--- src/sv/assert_macros.svh ---
// Assertion helpers for the whole project. In synthesis the macros expand to nothing.
`ifndef ASSERT_MACROS_SVH
`define ASSERT_MACROS_SVH

`ifndef SYNTHESIS

// The property must hold at every clock edge outside reset.
`define ASSERT_ALWAYS(lbl, clk, rst_n, expr, msg) \
    lbl: assert property (@(posedge clk) disable iff (!rst_n) (expr)) else $error(msg);

// When the antecedent holds, the consequent must hold after the given sequence.
`define ASSERT_IMPLIES(lbl, clk, rst_n, ante, cons, msg) \
    lbl: assert property (@(posedge clk) disable iff (!rst_n) (ante) |-> cons) else $error(msg);

`else

`define ASSERT_ALWAYS(lbl, clk, rst_n, expr, msg)
`define ASSERT_IMPLIES(lbl, clk, rst_n, ante, cons, msg)

`endif

`endif

--- src/sv/sdge_pkg.sv ---
package sdge_pkg;

    localparam int GAIN_W = 21;
    localparam int REST_W = 17;
    localparam int NIB_W  = 4;
    localparam int DIGITS = 5;
    localparam int QUOT_W = 5;

    // The remainder modulo 100000 uses a reciprocal that is exact for every 21-bit input.
    localparam logic [REST_W-1:0] MOD_BASE   = 17'd100000;
    localparam logic [GAIN_W-1:0] MOD_RECIP  = 21'd1374390;
    localparam int                MOD_SHIFT  = 37;

    // Division by ten, exact for every value below 2**18.
    localparam logic [REST_W-1:0] DEC_RECIP  = 17'd104858;
    localparam int                DEC_SHIFT  = 20;

    localparam logic [NIB_W-1:0]  RADIX      = 4'd10;
    localparam logic [NIB_W-1:0]  ADJUST     = 4'd6;
    localparam logic [NIB_W-1:0]  LIMIT_LOW  = 4'd6;
    localparam logic [NIB_W-1:0]  LIMIT_HIGH = 4'd4;

    typedef struct packed {
        logic [NIB_W-1:0] nib;
        logic             carry;
    } t_recode;

    typedef struct packed {
        logic                         valid;
        logic [REST_W-1:0]            rest;
        logic                         carry;
        logic [DIGITS-1:0][NIB_W-1:0] nib;
    } t_dig_bus;

    function automatic t_recode recode(input logic [NIB_W-1:0] sum,
                                       input logic [NIB_W-1:0] limit);
        t_recode res;
        priority if (sum == RADIX) begin
            res.nib   = '0;
            res.carry = 1'b1;
        end else if (sum > limit) begin
            res.nib   = sum + ADJUST;
            res.carry = 1'b1;
        end else begin
            res.nib   = sum;
            res.carry = 1'b0;
        end
        return res;
    endfunction

endpackage

--- src/sv/signed_digit_gain_encoder.sv ---
// Recodes a gain given in millionths into five signed-digit nibbles, one word per
// cycle. A word is taken at every rising edge where start is high and busy is low;
// busy is high only while reset is held, so outside reset a new word may be offered in
// every cycle. Each result is shown with o_done high for exactly one cycle, once its
// word has passed through every stage, and is taken at the edge that ends it. The
// receiver cannot stall, so nothing waits and no word is turned away outside reset.
// There are two stages for the reduction modulo 100000 (a reciprocal multiply, then
// the remainder) and one stage for each of the five decimal positions, where a divide
// by ten and the carry recoding sit.
`include "assert_macros.svh"

module signed_digit_gain_encoder
    import sdge_pkg::*;
(
    input  logic              i_clk,
    input  logic              i_rst_n,
    input  logic              start,
    output logic              busy,
    input  logic [GAIN_W-1:0] i_gain_micro,
    output logic              o_done,
    output logic [NIB_W-1:0]  o_nibble_hundredths,
    output logic [NIB_W-1:0]  o_nibble_thousandths,
    output logic [NIB_W-1:0]  o_nibble_e4,
    output logic [NIB_W-1:0]  o_nibble_e5,
    output logic [NIB_W-1:0]  o_nibble_millionths
);

    localparam int LATENCY = 2 + DIGITS;

    logic              accept;
    logic              mod_valid;
    logic [REST_W-1:0] mod_rest;
    t_dig_bus          bus [DIGITS+1];
    logic              low_code_ok;
    logic              high_code_ok;

    // The pipeline never stalls, so the only time a word is refused is during reset,
    // when the stage valid bits are being cleared.
    assign busy   = !i_rst_n;
    assign accept = start && !busy;

    sdge_mod u_mod (
        .i_clk   (i_clk),
        .i_rst_n (i_rst_n),
        .i_valid (accept),
        .i_gain  (i_gain_micro),
        .o_valid (mod_valid),
        .o_rest  (mod_rest)
    );

    // The lowest position starts with no carry; the carry out of the top one is dropped.
    always_comb begin
        bus[0].valid = mod_valid;
        bus[0].rest  = mod_rest;
        bus[0].carry = 1'b0;
        bus[0].nib   = '0;
    end

    for (genvar g = 0; g < DIGITS; g++) begin : g_digit
        sdge_digit #(
            .POS (g)
        ) u_digit (
            .i_clk   (i_clk),
            .i_rst_n (i_rst_n),
            .i_bus   (bus[g]),
            .o_bus   (bus[g+1])
        );
    end

    assign o_done               = bus[DIGITS].valid;
    assign o_nibble_millionths  = bus[DIGITS].nib[0];
    assign o_nibble_e5          = bus[DIGITS].nib[1];
    assign o_nibble_e4          = bus[DIGITS].nib[2];
    assign o_nibble_thousandths = bus[DIGITS].nib[3];
    assign o_nibble_hundredths  = bus[DIGITS].nib[4];

    // A recoded position is either the plain digit up to its limit or a digit above the
    // limit with six added, which wraps to the top of the nibble range.
    assign low_code_ok  = (o_nibble_millionths <= LIMIT_LOW)
                          || (o_nibble_millionths > LIMIT_LOW + ADJUST);
    assign high_code_ok = (o_nibble_hundredths <= LIMIT_HIGH)
                          || (o_nibble_hundredths > LIMIT_HIGH + ADJUST);

    // Every word taken comes out exactly once, when it has passed through the whole pipeline.
    `ASSERT_IMPLIES(a_latency, i_clk, i_rst_n, accept, ##LATENCY o_done, "result missing")

    // The lowest position recodes with a limit of six: codes seven to twelve cannot occur.
    `ASSERT_ALWAYS(a_low_code, i_clk, i_rst_n, !o_done || low_code_ok, "bad lowest code")

    // The other positions recode with a limit of four: codes five to ten cannot occur (checked on the hundredths).
    `ASSERT_ALWAYS(a_high_code, i_clk, i_rst_n, !o_done || high_code_ok, "bad top code")

endmodule

--- src/sv/sdge_mod.sv ---
// Two-stage reduction of the gain modulo 100000: reciprocal quotient, then remainder.
module sdge_mod
    import sdge_pkg::*;
(
    input  logic              i_clk,
    input  logic              i_rst_n,
    input  logic              i_valid,
    input  logic [GAIN_W-1:0] i_gain,
    output logic              o_valid,
    output logic [REST_W-1:0] o_rest
);

    localparam int PROD_W = 2 * GAIN_W;
    localparam int DIFF_W = GAIN_W + 1;

    logic [PROD_W-1:0] prod;
    logic [QUOT_W-1:0] n_quot;
    logic [QUOT_W-1:0] r_quot;
    logic [GAIN_W-1:0] r_gain;
    logic              r_valid_q;
    logic [DIFF_W-1:0] diff;
    logic [REST_W-1:0] n_rest;
    logic [REST_W-1:0] r_rest;
    logic              r_valid_r;

    assign prod   = PROD_W'(i_gain) * PROD_W'(MOD_RECIP);
    assign n_quot = QUOT_W'(prod >> MOD_SHIFT);

    assign diff   = DIFF_W'(r_gain) - DIFF_W'(r_quot) * DIFF_W'(MOD_BASE);
    assign n_rest = diff[REST_W-1:0];

    always_ff @(posedge i_clk) begin
        if (!i_rst_n) begin
            r_valid_q <= 1'b0;
            r_valid_r <= 1'b0;
        end else begin
            r_valid_q <= i_valid;
            r_valid_r <= r_valid_q;
        end
    end

    always_ff @(posedge i_clk) begin
        r_quot <= n_quot;
        r_gain <= i_gain;
        r_rest <= n_rest;
    end

    assign o_valid = r_valid_r;
    assign o_rest  = r_rest;

endmodule

--- src/sv/sdge_digit.sv ---
// One pipeline stage: peels off the lowest decimal digit and recodes it with the carry.
module sdge_digit
    import sdge_pkg::*;
#(
    parameter int POS = 0
)(
    input  logic     i_clk,
    input  logic     i_rst_n,
    input  t_dig_bus i_bus,
    output t_dig_bus o_bus
);

    localparam int               PROD_W = 2 * REST_W;
    localparam logic [NIB_W-1:0] LIMIT  = (POS == 0) ? LIMIT_LOW : LIMIT_HIGH;

    logic [PROD_W-1:0] prod;
    logic [REST_W-1:0] quot;
    logic [REST_W-1:0] diff;
    logic [NIB_W-1:0]  sum;
    t_recode           rc;
    t_dig_bus          n_bus;
    t_dig_bus          r_bus;

    assign prod = PROD_W'(i_bus.rest) * PROD_W'(DEC_RECIP);
    assign quot = REST_W'(prod >> DEC_SHIFT);
    assign diff = i_bus.rest - ((quot << 3) + (quot << 1));
    assign sum  = diff[NIB_W-1:0] + NIB_W'(i_bus.carry);
    assign rc   = recode(sum, LIMIT);

    always_comb begin
        n_bus          = i_bus;
        n_bus.rest     = quot;
        n_bus.carry    = rc.carry;
        n_bus.nib[POS] = rc.nib;
    end

    // Only the valid bit is cleared by reset; the data simply follows it.
    always_ff @(posedge i_clk) begin
        r_bus.rest  <= n_bus.rest;
        r_bus.carry <= n_bus.carry;
        r_bus.nib   <= n_bus.nib;
        if (!i_rst_n) begin
            r_bus.valid <= 1'b0;
        end else begin
            r_bus.valid <= n_bus.valid;
        end
    end

    assign o_bus = r_bus;

endmodule

--- config.mk ---
export PLATFORM = sky130hd
export DESIGN_NAME = signed_digit_gain_encoder
export DESIGN_NICKNAME = d
export VERILOG_FILES = /design/src/sv/sdge_pkg.sv /design/src/sv/signed_digit_gain_encoder.sv /design/src/sv/sdge_mod.sv /design/src/sv/sdge_digit.sv
export VERILOG_INCLUDE_DIRS = /design/src /design/src/sv
export SDC_FILE = /design/constraint.sdc
export NUM_CORES = 1
export LEC_CHECK = 0
export BUFFER_PORTS_ARGS = -buffer_cell sky130_fd_sc_hd__buf_4
export CORE_MARGIN = 2
export CORE_UTILIZATION = 40
export DETAILED_ROUTE_END_ITERATION = 8
export PLACE_DENSITY_LB_ADDON = 0.1
export SYNTH_ARGS = -nofsm -noshare
export SYNTH_HDL_FRONTEND = slang
export SYNTH_SLANG_ARGS = --single-unit
--- constraint.sdc ---
create_clock -name i_clk -period 8.95 [get_ports i_clk]
set_input_delay 0.4475 -clock i_clk [delete_from_list [all_inputs] [get_ports i_clk]]
set_output_delay 0.4475 -clock i_clk [all_outputs]
set_load 0.01 [all_outputs]
# Word level (Yosys, flattened, before mapping)
# Index checks and enable logic that the tools add are counted.
dict set report totals {
  romBits 0
  ff_bits 148
  inputBits 24
  wordCells 77
  ramBits 0
  n_memories 0
  latch_bits 0
}
dict set report op_classes {
  bitwise 0
  n_reduce_logical 2
  muxes 5
  n_lt_le_gt_ge 5
  add_sub_neg 20
  eq_ne 5
  n_shift 0
  div 0
  mul 7
}
# cell count
set ops {}
lappend ops {{21-bit by 20-bit multiplier with 41-bit output, second input constant} 1}
lappend ops {{17-bit by 16-bit multiplier with 33-bit output, second input constant} 1}
lappend ops {{14-bit by 16-bit multiplier with 30-bit output, second input constant} 1}
lappend ops {{11-bit by 16-bit multiplier with 27-bit output, second input constant} 1}
lappend ops {{5-bit 2-to-1 mux} 5}
lappend ops {{8-bit by 16-bit multiplier with 24-bit output, second input constant} 1}
lappend ops {{5-bit by 16-bit multiplier with 21-bit output, second input constant} 1}
lappend ops {{4-bit by 3-bit adder with 4-bit output, second input constant} 5}
lappend ops {{4-bit adder} 5}
lappend ops {{4-bit == test, second input constant} 5}
lappend ops {{4-bit by 3-bit > comparator with 1-bit output, second input constant} 5}
lappend ops {{4-bit subtractor} 5}
lappend ops {{17-bit subtractor} 1}
lappend ops {{4-bit by 1-bit adder with 4-bit output} 4}
lappend ops {{5-bit by 12-bit multiplier with 12-bit output, second input constant} 1}
lappend ops {{1-bit logical AND} 1}
lappend ops {{1-bit zero test} 1}

# Depth between registers and ports, before layout
# Gate-level depths: netlist of the first run.
dict set report depth {
  ltp_word 6
  ltp_mapped 29
  depth_no_buf 29
}

# Modules after synthesis
# From an unflattened synthesis of the first run, not the netlist that was laid out.
dict set report hier_totals {
  cells_unflattened 3747
  hier_area_um2 38583.3
}
# module cells_each area_per_inst_um2 instances
set modules_own_cells {}
lappend modules_own_cells {{sdge_digit at g_digit[1].u_digit ...} 579 5825.6 2}
lappend modules_own_cells {sdge_mod 923 9694.3 1}
lappend modules_own_cells {{sdge_digit at g_digit[3].u_digit} 586 5893.2 1}
lappend modules_own_cells {{sdge_digit at g_digit[0].u_digit} 544 5708.0 1}
lappend modules_own_cells {{sdge_digit at g_digit[4].u_digit} 533 5622.9 1}
lappend modules_own_cells {signed_digit_gain_encoder 3 13.8 1}

# Worst setup path before layout of the first run
# OpenSTA, ideal clock, no wires.
dict set report synth_path {
  path_kind {reg-to-reg}
  startpoint {register g_digit[0].u_digit.r_bus (netlist bit g_digit[0].u_digit.o_bus[33])}
  endpoint {register g_digit[1].u_digit.r_bus (netlist bit g_digit[1].u_digit.o_bus[6])}
  arrival_time_ns 6.674
  path_stages_with_launch 29
  path_slack_ns 2.201
  required_ns 8.875
  setup_time_ns 0.075
  path_buffers 0
  cell_sequence {dfxtp_1 > inv_1 > ha_1 > inv_1 > fa_1 > inv_1 > fa_1 > fa_1 > inv_1 > fa_1 > inv_1 > fa_1 > inv_1 > ha_1 > a211oi_1 > o21ai_0 > a211oi_1 > o21ai_1 > xnor2_1 > ha_1 > inv_1 > ha_1 > fa_1 > xnor2_1 > xnor2_1 > xnor2_1 > xnor2_2 > mux2_2 > o22ai_1}
}
dict set report synth_via {
  elab_chain_cells 6
  elab_cells_between_ends 8
  classes_between {4 x add/sub; 1 x mul; 1 x order compare; 1 x eq/ne; 1 x mux}
}
# item line_no
set synth_lines {}
lappend synth_lines {{start: declaration} sdge_digit.sv:22} ;# t_dig_bus r_bus;
lappend synth_lines {{14-bit by 16-bit multiplier with 30-bit output *} sdge_digit.sv:24} ;# assign prod = PROD_W'(i_bus.rest) * PROD_W'(DEC_RECIP);
lappend synth_lines {{via g_digit[1].u_digit.prod[20]} sdge_digit.sv:16} ;# logic [PROD_W-1:0] prod;
lappend synth_lines {{4-bit adder *} sdge_digit.sv:26} ;# assign diff = i_bus.rest - ((quot << 3) + (quot << 1));
lappend synth_lines {{4-bit subtractor *} sdge_digit.sv:26}
lappend synth_lines {{4-bit by 1-bit adder with 4-bit output *} sdge_digit.sv:27} ;# assign sum = diff[NIB_W-1:0] + NIB_W'(i_bus.carry);
lappend synth_lines {{4-bit by 3-bit adder with 4-bit output / 4-bit by 3-bit > comparator with 1-bit output (equally long branches)} {sdge_pkg.sv:42, sdge_pkg.sv:41}}
lappend synth_lines {{5-bit 2-to-1 mux} sdge_pkg.sv:41} ;# end else if (sum > limit) begin
lappend synth_lines {{end: declaration} sdge_digit.sv:22}
# The timed path passes the listed nets; every way through them passes the cells marked *.
# A chain may end at the register's enable or synchronous reset.

# Worst setup path after layout of the first run
# Same ends and word-level chain as after synthesis.

==> flow_metrics.env, run 1 <==
export IMPL_path_max_fanout=7
export IMPL_root_buffer="clkbuf_16"
export IMPL_vias_per_cell=4.59
export IMPL_layout_drive_gt1_share_pct=3.88
export IMPL_synth_mux_area_share_pct=0.325
export IMPL_clk_latency_ps=460
export IMPL_final_area_um2=26800
export IMPL_ys_warn_count=0
export IMPL_cts_tree="done"
export IMPL_start_kind="register"
export IMPL_finalCritPeriodShare_pct=80.0
export IMPL_rsz0062_at_grt="false"
export IMPL_gp_congestion=0.844
export IMPL_crit_slowest_cell="fa_1"
export IMPL_outcome="completed"
export IMPL_cts_buffers=17
export IMPL_area_delta_synth_final_pct=7.15
export IMPL_die_h_um=254
export IMPL_core_area_um2=61800
export IMPL_seq_area_frac_synth_pct=11.8
export IMPL_slew_headroom_pct=42.1
export IMPL_start_util_pct=40.5
export IMPL_cts_repair_resized=0
export IMPL_timing_critical_path_mode_cell="inv_1"
export IMPL_ys_ff_latch=148
export IMPL_diodes=0
export IMPL_cts_sinks=148
export IMPL_cp_arrival_ps=7540
export IMPL_setup_viol=0
export IMPL_nets=3557
export IMPL_synth_edf_count=0
export IMPL_vias=15300
export IMPL_synth_xor_xnor_area_share_pct=3.47
export IMPL_period_minus_slack_ps=7160
export IMPL_die_w_um=254
export IMPL_syn_inst=2446
export IMPL_synth_compound_area_share_pct=5.48
export IMPL_dpl_hpwl_mm=44.3
export IMPL_drt_iter0_drc=404
export IMPL_hold_violations=0
export IMPL_skew_ps=12.1
export IMPL_cts_buffer_depth=2
export IMPL_first_pass_iters=4
export IMPL_path_class="reg -> reg"
export IMPL_syn_num_nets=3516
export IMPL_cp_slowest_stage_delay_ps=560
export IMPL_tns_ps=0
export IMPL_synth_avg_cell_area_um2=10.2
export IMPL_synthArstFlopShare_pct=0
export IMPL_grt_pass1_vias=17200
export IMPL_fin_cells=3337
export IMPL_io_pins=46
export IMPL_ant_nets=0
export IMPL_grt_antenna_before_repair=2
export IMPL_cts_setup_buffers=0
export IMPL_netlist_cell_type_count=64
export IMPL_end_kind="register"
export IMPL_grt_usage_pct=17.0
export IMPL_holdBufCountCts=0
export IMPL_min_path_type="in -> reg"
export IMPL_fmax_mhz=140
export IMPL_drv_slew=0
export IMPL_clkTransAtPathRegs_ps=70
export IMPL_synth_area_um2=25000
export IMPL_grt_max_degree=17
export IMPL_grt_pass1_wl_mm=86.2
export IMPL_cts_htree_levels=4
export IMPL_tightest_slew_ps=861
export IMPL_row_count=91
export IMPL_wirelength_mm=50.2
export IMPL_postLayoutCoreUtil_pct=43.4
export IMPL_crit_required_ps=9330
export IMPL_synth_ff_type="dfxtp_1"
export IMPL_overflow=0
export IMPL_floorplan_die_area_um2=64600
export IMPL_place_inst=3305
export IMPL_synthAdderAreaFrac_pct=63.5
export IMPL_portBuffers=45
export IMPL_drv_cap=0
export IMPL_drc=0
export IMPL_synth_top_family_by_area="adder cells"
export IMPL_yosys_area_share_simple_pct=3.55
export IMPL_wl_per_cell_um=15.0
export IMPL_placed_area_um2=26300
==> synth_stat cells, drive strengths merged, types with 2 or more instances <==
cell type,number,share of area [%]
and2,7,0.17
a221oi,3,0.10
a41o,2,0.080
a21oi,56,1.1
xnor2,62,2.4
nor2,50,0.75
fa,375,30
o21a,16,0.48
o22ai,5,0.12
clkbuf,4,0.060
inv,742,11
nand4,11,0.27
buf,20,0.60
ha,671,34
and3,6,0.15
or4,2,0.060
a21boi,5,0.15
o311ai,3,0.10
o21ai,40,0.80
nand3,10,0.20
a21o,32,0.96
or3,4,0.10
nor4,4,0.10
nand2,35,0.52
nand4b,2,0.070
a211o,2,0.070
a311o,2,0.080
a211oi,13,0.41
o221ai,2,0.070
a31oi,5,0.12
o21bai,6,0.18
mux2i,7,0.28
or2,6,0.15
o31ai,2,0.060
o41ai,2,0.070
nor2b,8,0.20
nor3,16,0.34
xor2,29,1.0
a2111oi,3,0.10
dfxtp,148,12
nand2b,11,0.27
a22oi,3,0.11
==> critical path: cells and delay by family, from the launching register on <==
family	cells	cell delay, ps
fa+ha+maj	10	4030
xor+xnor	5	980
compound gates	5	920
flops	1	380
mux	1	380
buf+inv	7	380
==> registers in the layout (all words and copies together), names as in the netlist <==
signal and count:
u_mod.r_quot 5, g_digit.u_digit.o_bus 107, u_mod.r_valid_q 1, u_mod.o_rest 17, u_mod.r_gain 17, u_mod.o_valid 1
==> cell type report <==
cell class              instances  area, um2
flip-flops and latches        148       2960
clock inverters                15        138
fillers                      6018      35000
inverters                     742       2790
repair buffers                 46        345
clock buffers                  17        425
well taps                     837       1050
multi-input cells            1532      19100
==> per-stage QoR <==
stage	hold WS [ps]	setup slack, ps
floorplan	310	2200
global route	189	1250
finish	197	1790
detailed placement	312	1760
global placement	310	1870
CTS	169	1710
==> logic make-up (layout without fill, tap and decap cells) <==
logic type | Yosys count | count (layout)
fa+ha+maj | 1046 | 1046
xor+xnor | 92 | 92
mux | 8 | 8
flops | 148 | 148
compound gates | 209 | 209
buf+inv | 766 | 820
simple gates | 177 | 177
==> final timing paths <==
check,from,slack (ps),cells after the start,end
setup / recovery,g_digit[0].u_digit.o_bus[33],1790,28,g_digit[1].u_digit.o_bus[6]
hold reg to reg,u_mod.r_gain[4],330,0,u_mod.o_rest[4]
hold / removal,start,200,2,u_mod.r_valid_q
setup reg to reg,g_digit[0].u_digit.o_bus[33],1790,28,g_digit[1].u_digit.o_bus[6]
==> layout by cell type, fill, tap and decap left out, drive strengths merged, types with 10 or more instances in the layout <==
| cell | netlist | routed |
|---|---|---|
| o21a | 16 | 16 |
| nand3 | 10 | 10 |
| a21o | 32 | 32 |
| a211oi | 13 | 13 |
| dfxtp | 148 | 148 |
| xnor2 | 62 | 62 |
| nor3 | 16 | 16 |
| buf | 20 | 46 |
| clkbuf | 4 | 17 |
| nand2 | 35 | 35 |
| nor2 | 50 | 50 |
| ha | 671 | 671 |
| inv | 742 | 750 |
| a21oi | 56 | 56 |
| fa | 375 | 375 |
| nand4 | 11 | 11 |
| xor2 | 29 | 29 |
| o21ai | 40 | 40 |
| nand2b | 11 | 11 |
==> layer usage <==
layer	routed length [um]	track usage [%]
met4	648	3.71
met3	743	1.55
met1	23700	22.4
met2	25100	30.4
met5	0	0
Power of run 1 is left out: the tool's default activity adds up to more than one toggle a clock period on the data nets, which glitch-free logic cannot reach.
==> run 2: changes to the inputs <==
- clock period: 8.95 -> 7.3 ns (I/O delays scaled with it)
==> run 2 against run 1 <==
Non-clock buffer count rose by 5. Largest cell class unchanged. Critical path depth did not move. Register-to-register slack got worse by 1400 ps. Design area rose by 0.27%. Cell count rose by 0.15%.
==> flow_metrics.env, run 2 (synthesized netlist as in run 1, its figures left out) <==
export IMPL_grt_pass1_vias=17100
export IMPL_rr_startpoint="g_digit[0].u_digit.o_bus[33]"
export IMPL_cts_buffer_depth=2
export IMPL_timing_critical_path_mode_cell="inv_1"
export IMPL_die_w_um=254
export IMPL_clkTransAtPathRegs_ps=70
export IMPL_cts_sinks=148
export IMPL_cts_htree_levels=4
export IMPL_finalCritPeriodShare_pct=94.3
export IMPL_io_pins=46
export IMPL_diodes=0
export IMPL_drv_cap=0
export IMPL_tns_ps=0
export IMPL_setup_viol=0
export IMPL_vias=15400
export IMPL_rsz0062_at_grt="false"
export IMPL_min_path_type="in -> reg"
export IMPL_floorplan_die_area_um2=64600
export IMPL_wl_per_cell_um=15.0
export IMPL_grt_usage_pct=17.0
export IMPL_drc=0
export IMPL_cts_buffers=17
export IMPL_timing_critical_path_to="g_digit[1].u_digit.o_bus[6]"
export IMPL_hold_violations=0
export IMPL_r2r_cells=28
export IMPL_end_kind="register"
export IMPL_worstSetupStartpoint="g_digit[0].u_digit.o_bus[33]"
export IMPL_grt_pass1_wl_mm=86.1
export IMPL_fmax_mhz=145
export IMPL_start_util_pct=40.5
export IMPL_ant_nets=0
export IMPL_cts_tree="done"
export IMPL_reg2reg_slack_ps=420
export IMPL_core_area_um2=61800
export IMPL_overflow=0
export IMPL_path_class="reg -> reg"
export IMPL_clk_latency_ps=460
export IMPL_start_kind="register"
export IMPL_vias_per_cell=4.61
export IMPL_period_minus_slack_ps=6880
export IMPL_grt_antenna_before_repair=3
export IMPL_first_pass_iters=4
export IMPL_cp_arrival_ps=7270
export IMPL_die_h_um=254
export IMPL_largest_reg_flops=107
export IMPL_wirelength_mm=50.2
export IMPL_portBuffers=45
export IMPL_worstReg2RegEnd="g_digit[1].u_digit.o_bus[6]"
export IMPL_row_count=91
export IMPL_dpl_hpwl_mm=44.3
export IMPL_crit_required_ps=7690
export IMPL_gp_congestion=0.847
export IMPL_nets=3562
export IMPL_area_delta_synth_final_pct=7.44
export IMPL_path_max_fanout=6
export IMPL_slew_headroom_pct=47.1
export IMPL_most_common_layout_cells="inv_1 (742), ha_1 (671), fa_1 (375), dfxtp_1 (147), xnor2_1 (57)"
export IMPL_layout_commonest_cell="inv_1"
export IMPL_drt_iter0_drc=426
export IMPL_layout_drive_gt1_share_pct=4.15
export IMPL_root_buffer="clkbuf_16"
export IMPL_outcome="completed"
export IMPL_crit_slowest_cell="fa_1"
export IMPL_skew_ps=13.2
export IMPL_cp_slowest_stage_delay_ps=560
export IMPL_grt_max_degree=17
export IMPL_tightest_slew_ps=787
export IMPL_drv_slew=0
-- run 2: stage by stage --
| stage | worst slack [ps] | std cells | utilization, % | hold WS (ps) | instance area [um2] |
|---|---|---|---|---|---|
| global placement | 286 | 3308 | 42.5 | 310 | 26300 |
| finish | 417 | 3342 | 43.5 | 127 | 26900 |
| CTS | 220 | 3340 | 43.5 | 95.5 | 26900 |
| floorplan | 551 | 2446 | - | 310 | 25000 |
| global route | 6.49 | 3342 | 43.5 | 97.8 | 26900 |
| detailed placement | 229 | 3308 | 42.5 | 312 | 26300 |
-- run 2: worst max-delay path, delay by kind of cell (launching register included) --
family | cells | cell delay [ps]
adders and majority gates | 10 | 3980
xor gates and xnor gates | 5 | 920
muxes | 1 | 380
buffers and inverters | 7 | 370
DFF | 1 | 360
AOI/OAI and AO/OA | 5 | 790
-- run 2: layer usage --
metal	wire length (um)	track usage [%]	part of all wire [%]
met5	0	0	0
met4	705	3.90	1.4
met3	964	1.60	1.9
met2	25100	30.1	50
met1	23500	22.5	47
-- run 2: repair_timing --
action,CTS,global route
endpoints found under the setup margin,0,2
gates resized for setup,0,3
hold buffers,0,0
buffers inserted,0,2
-- run 2: area by class of cell --
| type | count | area [um2] |
|---|---|---|
| tap | 837 | 1050 |
| timing repair buffer | 51 | 383 |
| sequential | 148 | 2960 |
| clock inverter | 15 | 166 |
| fill | 6025 | 34900 |
| clock buffer | 17 | 425 |
| inverter | 742 | 2790 |
| multi-input combinational | 1532 | 19100 |
-- run 2: worst min-delay path by stage --
stage,startpoint,endpoint,slack (ps),depth (start not counted)
final,start,u_mod.r_valid_q,130,2
after global routing,start,u_mod.r_valid_q,100,2
after CTS,start,u_mod.r_valid_q,100,2
after detailed placement,g_digit[2].u_digit.o_bus[0],g_digit[3].u_digit.o_bus[0],310,0
after global placement,g_digit[3].u_digit.o_bus[1],g_digit[4].u_digit.o_bus[1],310,0
after floorplan,g_digit[0].u_digit.o_bus[0],g_digit[1].u_digit.o_bus[0],310,0
Power of run 2 is left out for the same reason.
